### src/hw/rtl/dtcf_pkg.sv
package dtcf_pkg;

    localparam int MAX_ENTRIES = 64;
    localparam int IDX_W       = $clog2(MAX_ENTRIES);
    localparam int CNT_W       = 7;
    localparam int CNT_MAX     = (1 << CNT_W) - 1;

    localparam logic [1:0] CMD_RESTART = 2'd0;
    localparam logic [1:0] CMD_QUERY   = 2'd1;
    localparam logic [1:0] CMD_SEND    = 2'd2;

    localparam logic REG_RING_ENTRIES  = 1'b0;
    localparam logic REG_DEST_CAPACITY = 1'b1;

    localparam logic [6:0]  RING_ENTRIES_RESET  = 7'd64;
    localparam logic [31:0] DEST_CAPACITY_RESET = 32'd16384;

    typedef struct packed {
        logic load;
        logic restart;
        logic send;
        logic fifo_step;
        logic diff;
        logic widen;
        logic emit;
        logic room;
    } ctrl_cmd_t;

    typedef struct packed {
        logic [1:0] command;
        logic       free_zero;
        logic       fifo_ok;
        logic       space_ok;
    } dp_status_t;

endpackage

### src/hw/rtl/dma_tx_credit_flow_control.sv
// Transmit credit tracker for one DMA channel.
// Request channel: drive command, size, bucket_address and consumed_sample
// with start high; the request is taken at a clock edge where busy is low.
// Result channel: done pulses for one cycle with has_room, descriptor_valid,
// descriptor and fault; the results hold until the next done pulse. The
// receiver cannot stall, so a result is never held back.
// Restart, send, unknown commands, and a query that finds no free fifo
// entry and cannot retire the head entry, end in the execute state; other
// queries go on to the subtract and space-check states, and if the space
// check fails on the cached consumed count, the sample is widened and both
// run again. No new request is taken while busy; one can be taken in the
// cycle done is high. The marker RAM read at the ring head feeds the fifo
// check; the two 64-bit subtract and compare steps make the space check.
// Configuration: cfg_write with cfg_index 0 (ring_entries) or 1
// (dest_capacity) and cfg_data, taken at once; write only while idle.
// Reset: ring_entries 64, dest_capacity 16384, counts zero, all 64 fifo
// entries free, every marker reads as zero; no clearing pass is needed.
module dma_tx_credit_flow_control (
    input  logic        clk,
    input  logic        rst_n,
    input  logic        start,
    output logic        busy,
    input  logic [1:0]  command,
    input  logic [15:0] size,
    input  logic [39:0] bucket_address,
    input  logic [31:0] consumed_sample,
    input  logic        cfg_write,
    input  logic        cfg_index,
    input  logic [31:0] cfg_data,
    output logic        done,
    output logic        has_room,
    output logic        descriptor_valid,
    output logic [63:0] descriptor,
    output logic        fault
);

    dtcf_pkg::ctrl_cmd_t  cmd;
    dtcf_pkg::dp_status_t status;

    dtcf_ctrl u_ctrl (
        .clk    (clk),
        .rst_n  (rst_n),
        .start  (start),
        .busy   (busy),
        .status (status),
        .cmd    (cmd)
    );

    dtcf_datapath u_datapath (
        .clk              (clk),
        .rst_n            (rst_n),
        .cmd              (cmd),
        .status           (status),
        .command          (command),
        .size             (size),
        .bucket_address   (bucket_address),
        .consumed_sample  (consumed_sample),
        .cfg_write        (cfg_write),
        .cfg_index        (cfg_index),
        .cfg_data         (cfg_data),
        .done             (done),
        .has_room         (has_room),
        .descriptor_valid (descriptor_valid),
        .descriptor       (descriptor),
        .fault            (fault)
    );

endmodule

### src/hw/rtl/dtcf_ram.sv
module dtcf_ram #(
    parameter int WIDTH = 64,
    parameter int DEPTH = 64
) (
    input  logic                                       clk,
    input  logic                                       we,
    input  logic [((DEPTH > 1) ? $clog2(DEPTH) : 1)-1:0] waddr,
    input  logic [WIDTH-1:0]                           wdata,
    input  logic [((DEPTH > 1) ? $clog2(DEPTH) : 1)-1:0] raddr,
    output logic [WIDTH-1:0]                           rdata
);

    logic [WIDTH-1:0] mem [DEPTH];
    logic [WIDTH-1:0] rdata_reg;

    always_ff @(posedge clk)
    begin
        if (we)
        begin
            mem[waddr] <= wdata;
        end
        rdata_reg <= mem[raddr];
    end

    assign rdata = rdata_reg;

endmodule

### src/hw/rtl/dtcf_ctrl.sv
module dtcf_ctrl (
    input  logic                   clk,
    input  logic                   rst_n,
    input  logic                   start,
    output logic                   busy,
    input  dtcf_pkg::dp_status_t   status,
    output dtcf_pkg::ctrl_cmd_t    cmd
);

    localparam logic [2:0] ST_IDLE   = 3'd0;
    localparam logic [2:0] ST_EXEC   = 3'd1;
    localparam logic [2:0] ST_DIFF   = 3'd2;
    localparam logic [2:0] ST_SPACE  = 3'd3;
    localparam logic [2:0] ST_DIFF2  = 3'd4;
    localparam logic [2:0] ST_SPACE2 = 3'd5;

    logic [2:0] state_reg;
    logic [2:0] state_next;

    always_ff @(posedge clk or negedge rst_n)
    begin
        if (!rst_n)
        begin
            state_reg <= ST_IDLE;
        end
        else
        begin
            state_reg <= state_next;
        end
    end

    assign busy = (state_reg != ST_IDLE);

    always_comb
    begin
        state_next = state_reg;
        cmd        = '0;
        unique case (state_reg)
            ST_IDLE:
            begin
                if (start)
                begin
                    cmd.load   = 1'b1;
                    state_next = ST_EXEC;
                end
            end
            ST_EXEC:
            begin
                unique case (status.command)
                    dtcf_pkg::CMD_RESTART:
                    begin
                        cmd.restart = 1'b1;
                        cmd.emit    = 1'b1;
                        state_next  = ST_IDLE;
                    end
                    dtcf_pkg::CMD_SEND:
                    begin
                        cmd.send   = 1'b1;
                        cmd.emit   = 1'b1;
                        state_next = ST_IDLE;
                    end
                    dtcf_pkg::CMD_QUERY:
                    begin
                        if (!status.free_zero)
                        begin
                            state_next = ST_DIFF;
                        end
                        else
                        begin
                            cmd.fifo_step = 1'b1;
                            if (status.fifo_ok)
                            begin
                                state_next = ST_DIFF;
                            end
                            else
                            begin
                                cmd.emit   = 1'b1;
                                state_next = ST_IDLE;
                            end
                        end
                    end
                    default:
                    begin
                        cmd.emit   = 1'b1;
                        state_next = ST_IDLE;
                    end
                endcase
            end
            ST_DIFF:
            begin
                cmd.diff   = 1'b1;
                state_next = ST_SPACE;
            end
            ST_SPACE:
            begin
                if (status.space_ok)
                begin
                    cmd.emit   = 1'b1;
                    cmd.room   = 1'b1;
                    state_next = ST_IDLE;
                end
                else
                begin
                    cmd.widen  = 1'b1;
                    state_next = ST_DIFF2;
                end
            end
            ST_DIFF2:
            begin
                cmd.diff   = 1'b1;
                state_next = ST_SPACE2;
            end
            ST_SPACE2:
            begin
                cmd.emit   = 1'b1;
                cmd.room   = status.space_ok;
                state_next = ST_IDLE;
            end
            default:
            begin
                state_next = ST_IDLE;
            end
        endcase
    end

endmodule

### src/hw/rtl/dtcf_datapath.sv
module dtcf_datapath (
    input  logic                 clk,
    input  logic                 rst_n,
    input  dtcf_pkg::ctrl_cmd_t  cmd,
    output dtcf_pkg::dp_status_t status,
    input  logic [1:0]           command,
    input  logic [15:0]          size,
    input  logic [39:0]          bucket_address,
    input  logic [31:0]          consumed_sample,
    input  logic                 cfg_write,
    input  logic                 cfg_index,
    input  logic [31:0]          cfg_data,
    output logic                 done,
    output logic                 has_room,
    output logic                 descriptor_valid,
    output logic [63:0]          descriptor,
    output logic                 fault
);

    localparam int IW = dtcf_pkg::IDX_W;
    localparam int CW = dtcf_pkg::CNT_W;

    logic [1:0]  command_reg;
    logic [15:0] size_reg;
    logic [39:0] addr_reg;
    logic [31:0] sample_reg;

    logic [6:0]  ring_reg;
    logic [31:0] cap_reg;

    logic [63:0] sent_reg;
    logic [63:0] consumed_reg;
    logic [63:0] diff_reg;
    logic [CW-1:0] free_reg;
    logic [IW-1:0] head_reg;
    logic [IW-1:0] tail_reg;
    logic [dtcf_pkg::MAX_ENTRIES-1:0] valid_reg;
    logic        head_valid_reg;

    logic        done_reg;
    logic        has_room_reg;
    logic        desc_valid_reg;
    logic [63:0] desc_reg;
    logic        fault_reg;

    logic [CW-1:0] ring_size;
    logic [16:0]   round_sum;
    logic [63:0]   rounded;
    logic [31:0]   widen_hi;
    logic [63:0]   widened;
    logic [63:0]   marker_raw;
    logic [63:0]   marker;
    logic          le_cached;
    logic          le_widened;
    logic [63:0]   space_left;
    logic [63:0]   sent_new;
    logic [IW-1:0] head_next_idx;
    logic [IW-1:0] tail_next_idx;
    logic          free_zero;

    function automatic logic [IW-1:0] next_idx(input logic [IW-1:0] idx,
                                               input logic [CW-1:0] rs);
        logic [IW:0] n;
        n = {1'b0, idx} + {{IW{1'b0}}, 1'b1};
        if (n >= rs)
        begin
            return '0;
        end
        return n[IW-1:0];
    endfunction

    always_comb
    begin
        if (ring_reg == 7'd0)
        begin
            ring_size = CW'(1);
        end
        else if (ring_reg > 7'(dtcf_pkg::MAX_ENTRIES))
        begin
            ring_size = CW'(dtcf_pkg::MAX_ENTRIES);
        end
        else
        begin
            ring_size = ring_reg;
        end
    end

    assign round_sum = {1'b0, size_reg} + 17'd31;
    assign rounded   = {47'd0, round_sum[16:5], 5'd0};

    assign widen_hi = (sample_reg > sent_reg[31:0]) ? (sent_reg[63:32] - 32'd1)
                                                    : sent_reg[63:32];
    assign widened  = {widen_hi, sample_reg};

    assign marker     = head_valid_reg ? marker_raw : 64'd0;
    assign le_cached  = (marker <= consumed_reg);
    assign le_widened = (marker <= widened);

    assign space_left = {32'd0, cap_reg} - diff_reg;
    assign sent_new   = sent_reg + rounded;

    assign head_next_idx = next_idx(head_reg, ring_size);
    assign tail_next_idx = next_idx(tail_reg, ring_size);
    assign free_zero     = (free_reg == '0);

    assign status.command   = command_reg;
    assign status.free_zero = free_zero;
    assign status.fifo_ok   = !free_zero || le_cached || le_widened;
    assign status.space_ok  = !space_left[63] && (rounded <= space_left);

    dtcf_ram #(
        .WIDTH (64),
        .DEPTH (dtcf_pkg::MAX_ENTRIES)
    ) u_marker_ram (
        .clk   (clk),
        .we    (cmd.send && !free_zero),
        .waddr (tail_reg),
        .wdata (sent_new),
        .raddr (head_reg),
        .rdata (marker_raw)
    );

    always_ff @(posedge clk)
    begin
        if (cmd.load)
        begin
            command_reg <= command;
            size_reg    <= size;
            addr_reg    <= bucket_address;
            sample_reg  <= consumed_sample;
        end
        if (cmd.diff)
        begin
            diff_reg <= sent_reg - consumed_reg;
        end
        if (cmd.emit)
        begin
            desc_reg <= (cmd.send && !free_zero)
                        ? {1'b1, 7'd0, size_reg, addr_reg} : 64'd0;
        end
    end

    always_ff @(posedge clk or negedge rst_n)
    begin
        if (!rst_n)
        begin
            ring_reg       <= dtcf_pkg::RING_ENTRIES_RESET;
            cap_reg        <= dtcf_pkg::DEST_CAPACITY_RESET;
            sent_reg       <= '0;
            consumed_reg   <= '0;
            free_reg       <= dtcf_pkg::RING_ENTRIES_RESET;
            head_reg       <= '0;
            tail_reg       <= '0;
            valid_reg      <= '0;
            head_valid_reg <= 1'b0;
            done_reg       <= 1'b0;
            has_room_reg   <= 1'b0;
            desc_valid_reg <= 1'b0;
            fault_reg      <= 1'b0;
        end
        else
        begin
            if (cfg_write)
            begin
                if (cfg_index == dtcf_pkg::REG_RING_ENTRIES)
                begin
                    ring_reg <= cfg_data[6:0];
                end
                else
                begin
                    cap_reg <= cfg_data;
                end
            end

            head_valid_reg <= valid_reg[head_reg];

            if (cmd.restart)
            begin
                sent_reg     <= {32'd0, sample_reg};
                consumed_reg <= {32'd0, sample_reg};
                free_reg     <= ring_size;
                head_reg     <= '0;
                tail_reg     <= '0;
                valid_reg    <= '0;
            end

            if (cmd.send && !free_zero)
            begin
                sent_reg            <= sent_new;
                free_reg            <= free_reg - CW'(1);
                valid_reg[tail_reg] <= 1'b1;
                tail_reg            <= tail_next_idx;
            end

            if (cmd.fifo_step)
            begin
                consumed_reg <= le_cached ? consumed_reg : widened;
                if (le_cached || le_widened)
                begin
                    head_reg <= head_next_idx;
                    if (free_reg != CW'(dtcf_pkg::CNT_MAX))
                    begin
                        free_reg <= free_reg + CW'(1);
                    end
                end
            end

            if (cmd.widen)
            begin
                consumed_reg <= widened;
            end

            done_reg <= cmd.emit;
            if (cmd.emit)
            begin
                has_room_reg   <= cmd.room;
                desc_valid_reg <= cmd.send && !free_zero;
                fault_reg      <= cmd.send && free_zero;
            end
        end
    end

    assign done             = done_reg;
    assign has_room         = has_room_reg;
    assign descriptor_valid = desc_valid_reg;
    assign descriptor       = desc_reg;
    assign fault            = fault_reg;

endmodule
### config.mk
export PLATFORM = sky130hd
export DESIGN_NAME = dma_tx_credit_flow_control
export DESIGN_NICKNAME = d
export VERILOG_FILES = /design/src/hw/rtl/dtcf_pkg.sv /design/src/hw/rtl/dma_tx_credit_flow_control.sv /design/src/hw/rtl/dtcf_ram.sv /design/src/hw/rtl/dtcf_ctrl.sv /design/src/hw/rtl/dtcf_datapath.sv
export SDC_FILE = /design/constraint.sdc
export NUM_CORES = 2
export LEC_CHECK = 0
export ABC_AREA = 0
export BUFFER_PORTS_ARGS = -buffer_cell sky130_fd_sc_hd__buf_4
export CORE_UTILIZATION = 45
export CTS_CLUSTER_DIAMETER = 80
export DETAILED_ROUTE_END_ITERATION = 7
export GPL_TIMING_DRIVEN = 0
export PLACE_DENSITY = 0.61
export SYNTH_ARGS = -nofsm -noshare
export SYNTH_HDL_FRONTEND = slang
export SYNTH_HIERARCHICAL = 1
export SYNTH_SLANG_ARGS = --single-unit
export TNS_END_PERCENT = 20
### constraint.sdc
create_clock -name clk -period 10.27 [get_ports clk]
set_input_delay 1.027 -clock clk [delete_from_list [all_inputs] [get_ports clk]]
set_output_delay 1.027 -clock clk [all_outputs]
set_load 0.005 [all_outputs]
Word-level counts from Yosys, hierarchy flattened
Memories as Yosys holds them, arrays and structs flattened. A register that Yosys moved wholly into a read port is not among the register bits.
Cells that the tools add are included.
- register bits after elaboration: 476
- RAM bits: 4096
- bits of input ports: 127
- logic and storage cells: 129
- memories: 1
- add/subtract/negate cells: 9
- magnitude comparators: 10
- eq/ne operators: 10
- muxes and demuxes: 56
- bitwise logic cells: 2
- reductions and logical operators: 20
- memory list (memory ; depth ; bits a word ; rd ports ; clocked after Yosys merged registers in ; wr ports ; line ; RTL):
    u_datapath.u_marker_ram.mem ; 64 ; 64 ; 1 ; 1 ; 1 ; dtcf_ram.sv:13 ; logic [WIDTH-1:0] mem [DEPTH];
- operators by type and width (cell ; number):
    $mux W64 ; 9
    $le A64 B64 Y1 ; 2
    $add A64 B17 Y64 ; 1
    $le A17 B64 Y1 ; 1
    $or A64 B64 Y64 ; 1
    $sub A32 B64 Y64 ; 1
    $sub A64 B64 Y64 ; 1
    $mux W6 ; 9
    $mux W7 ; 7
    $gt A32 B32 Y1 ; 1
    $mux W32 ; 1
    $sub A32 B1 Y32 const B ; 1
    $mux W1 ; 18
    $add A16 B5 Y17 const B ; 1
    $pmux W3 S5 ; 1
    $add A6 B1 Y7 const B ; 2
    $ge A7 B7 Y1 ; 2
    $logic_not A7 Y1 ; 2
    $lt A6 B7 Y1 const B ; 2
    $mux W3 ; 4
    $add A7 B1 Y7 const B ; 1
    $gt A7 B7 Y1 const B ; 1
    $ne A7 B7 Y1 const B ; 1
    $sub A7 B1 Y7 const B ; 1
    23 further kinds ; 36

Depth between registers and ports, before layout
- depth after elaboration: 9
- gate-level depth with buffers: 28

By module
Netlist, hierarchy kept.
- modules (own cells, without submodules) (module ; times used ; cells each ; area an instance (um2)):
    dtcf_ram ; 1 ; 6598 ; 156348.7
    dtcf_datapath ; 1 ; 3335 ; 31370.1
    dtcf_ctrl ; 1 ; 31 ; 266.5

Least setup slack after synthesis
OpenSTA, ideal clock, no wires.
- path kind: register to register
- from: register u_datapath.sent_reg[1]
- to: register u_datapath.desc_valid_reg, in the netlist u_datapath/descriptor_valid
- arrival time: 7776 ps
- required time: 10142 ps
- path slack: 2366 ps
- cell stages (with the launch flop): 26
- cells stage by stage: dfrtp_1 -> inv_1 -> ha_1 -> nor2b_1 -> o211ai_1 -> a2111o_1 -> o211ai_1 -> a21oi_1 -> or2_2 -> buf_2 -> nor4_2 -> and2_0 -> buf_2 -> nand3_1 -> xor2_1 -> ha_1 -> nand4_1 -> nor2_1 -> nand2_1 -> or4_1 -> or2_2 -> o31ai_1 -> nand3_1 -> nor2b_1 -> o2111a_1 -> mux2_2
- RTL lines (element ; line ; RTL):
    start: declaration ; dtcf_datapath.sv:31 ; logic [63:0] sent_reg;
    start signal: assignment ; dtcf_datapath.sv:179 ; sent_reg <= {32'd0, sample_reg};
    start signal: assignment ; dtcf_datapath.sv:189 ; sent_reg <= sent_new;
    end signal: assignment ; dtcf_datapath.sv:217 ; desc_valid_reg <= cmd.send && !free_zero;
    end: declaration ; dtcf_datapath.sv:42 ; logic desc_valid_reg;

==> run metrics <==
Vias=105000; CTS Buf Count=465; Congestion Overflow GR=0; outcome=finished, violations left; Die X=648 um; measured slew at the worst slew-check pin=1580 ps; I/O Buffers=188; sequential area share after synthesis=72.9%; number of DRC markers in iteration 0=13200; net switching power figure=16.8 mW; Yosys top cell area share=68.8%; Resized cells post-CTS=0; Max Freq=115 MHz; dpl cells=16000; largest net degree at the start of global routing=105; max reg flops=4096; final wirelength=570 mm; final hold vios=0; WP data arrival=9390 ps; failing checks=design-rule violations, max-capacitance violations, max-slew violations; clock power share=30.6%; CTS Hold Bufs=1; Gate power share=25.1%; Worst setup SP type=flip-flop; WP buf/inv=4; Req. time, crit path=10940 ps; Clock Tree Buf Depth=4; Slowest-stage cell, CP=dfrtp_2; Sw Ratio=30.8%; worst stage delay on the critical path=920 ps; antenna-violating nets left=0; synth cell count leaders=edfxtp_1, mux4_2, nand2_1, ha_1, inv_1; final-stage net count=11400; Finished Layout Cells=16900; GP Congestion=0.937; die area=420000 um^2; vias in the first global route=104000; FF+latch count, synth=4629; top_reg_cell synth=edfxtp_1; leak pwr=70.5 nW; Period Utilization, post-route=84.9%; HPWL Detailed=410 mm; Setup CP Type=flip-flop to flip-flop; CTS sink count=4629; Slew HR=-5.48%; Final Max Slew Viols=32; Critical Path End Type=flip-flop; internal power=37.8 mW; Netlist cell types=102; top cells by area, synth=edfxtp_1, mux4_2, dfrtp_1; Post-synth EDFFs=4307; Initial Utilization=45.3%; register with the most flip-flops=u_datapath/u_marker_ram/mem; first-pass GRT wire length=794 mm; Core Footprint=415000 um^2; worst skew pair latency=1040 ps; CP top delay family=simple AND/OR/NAND/NOR gates; RSZ-0062 raised after global routing=false; Clock Skews=106 ps; Warnings, synthesis=6; Hold Crit Start=bucket_address[0]; Synth Cell Area=188000 um^2; Die Y=648 um; Clock transition at path regs=60 ps; Flop pwr share=44.3%; I/O pin count=196; residual DRC count=13; layout cells sized above 1=24.2%; DR pass1 iterations=8; biggest area consumer among synthesized cells=edfxtp_1; crit path time final=8720 ps; Layout fillers=32400; postcts setup bufs=0; TritonCTS clock tree=yes; Hold Path Class=input port to flip-flop; Vias per Instance=6.22; Final setup viols=0; critical path launch point=u_datapath/sent_reg[1]; Pwr Density=249 nW/um^2; crit-path max FO=43; VDD IR max=0.361 mV; MaxCap Viol Count=3; Synth Area per Inst=18.9 um^2; Final TNS setup=0 ps; Post-Syn Instances=9964; reg2reg start=u_datapath/sent_reg[1]; area growth from synthesis to layout=16.8%; H-tree Lvls=5; initial antenna violation count=48; Post-synth ARST share=5.57%; most common cell in the netlist=edfxtp_1; root buffer cell=clkbuf_16; Rows=236; GRT Util Overall=26.9%; routed len/inst=33.7 um
-- worst register-to-register path, stage by stage (launching register included) --
cell and delay (ps):
dfrtp_2 920, inv_1 240, ha_1 370, nor2b_1 140
o211ai_1 110, a2111o_1 400, o211ai_1 240, a21oi_1 240
or2_2 340, buf_2 180, nor3_2 570, nand3_1 390
nor4_1 330, xnor2_1 180, ha_1 310, nand4_1 160
nor2_1 210, nand2_1 130, or4_1 700, or2_2 390
o31ai_2 270, buf_4 240, nand3_1 110, nor2b_1 220
o2111a_2 610, buf_12 310
-- cell families after synthesis --
| kind of cell | after synthesis | synth area share, % |
|---|---|---|
| and+or+nand+nor | 1367 | 3.69 |
| xor gates and xnor gates | 197 | 0.925 |
| DFF | 4629 | 72.9 |
| AOI/OAI and AO/OA | 1383 | 5.01 |
| other | 1 | 0.00199 |
| adders and majority gates | 302 | 2.02 |
| muxes | 1243 | 13.5 |
| buffers and inverters | 842 | 1.92 |
-- through the flow --
stage | util (%) | area (um^2) | hold WS, ps | power, mW | setup WS [ps]
4_1_cts | 52.9 | 219000 | 95.2 | 54.7 | 1720
3_3_place_gp | 47.3 | 196000 | 461 | 37.1 | -6210
5_1_grt | 52.9 | 219000 | 135 | 56.4 | 1340
3_5_place_dp | 49.3 | 204000 | 470 | 38.1 | 1760
6_report | 52.9 | 220000 | 167 | 54.6 | 1550
2_1_floorplan | - | 188000 | 450 | 32.1 | 2370
-- metal layers --
metal  global-route usage (%)  up-vias  part of all wire, %  wire length (um)
met4                     10.6       24                  4.6             26400
met5                        0        -                0.029               167
met2                     43.1     5518                   47            268000
met3                     5.61     1048                  9.9             56300
li1                         -    42800                    -                 -
met1                     36.2    55600                   38            219000
-- power groups by stage --
stage | clock, mW | combinational, mW | sequential (mW)
3_5_place_dp | 0 | 13.5 | 24.6
4_1_cts | 16.9 | 13.6 | 24.2
3_3_place_gp | 0 | 11.7 | 25.4
6_report | 16.7 | 13.7 | 24.2
5_1_grt | 17.6 | 14.6 | 24.2
2_1_floorplan | 0 | 7.50 | 24.6
-- path summary, 6_finish.rpt --
check | end | slack, ps | depth (start not counted)
worst max-delay path | u_datapath/descriptor[9] | 1550 | 25
worst min-delay path | u_datapath/addr_reg[0] | 170 | 1
worst max register to register | u_datapath/descriptor[9] | 1550 | 25
worst min register to register | u_datapath/consumed_reg[5] | 480 | 2
max in group asynchronous | u_datapath/consumed_reg[52] | 8670 | 3
min in group asynchronous | u_datapath/ring_reg[4] | 550 | 2
-- cell usage in the layout (no fill, tap or decap), types with 93 or more instances in the layout --
| master | count |
|---|---|
| o22ai_1 | 157 |
| buf_2 | 183 |
| nand3_1 | 121 |
| buf_4 | 232 |
| mux4_2 | 1033 |
| a22oi_1 | 171 |
| o21ai_0 | 231 |
| nor2_1 | 212 |
| nand2_1 | 330 |
| clkbuf_16 | 469 |
| and3_1 | 155 |
| dfrtp_1 | 250 |
| buf_12 | 176 |
| ha_1 | 298 |
| edfxtp_1 | 4307 |
| clkbuf_1 | 373 |
| a21oi_1 | 223 |
| buf_8 | 96 |
| a22o_1 | 95 |
| clkinv_1 | 93 |
| inv_1 | 299 |
| mux2i_1 | 168 |
-- area by class of cell --
cell class,instances,area [um^2],area share (%)
tap,5474,6850,3.12
multi-input combinational,4499,48400,22.1
buffer,542,2490,1.13
antenna,22,55.1,0.0251
inverter,300,1130,0.513
clock buffer,591,12400,5.64
timing repair buffer,570,8500,3.87
clock inverter,269,2600,1.18
sequential,4629,137000,62.5
No activity file was read; power rests on OpenSTA's default activity.
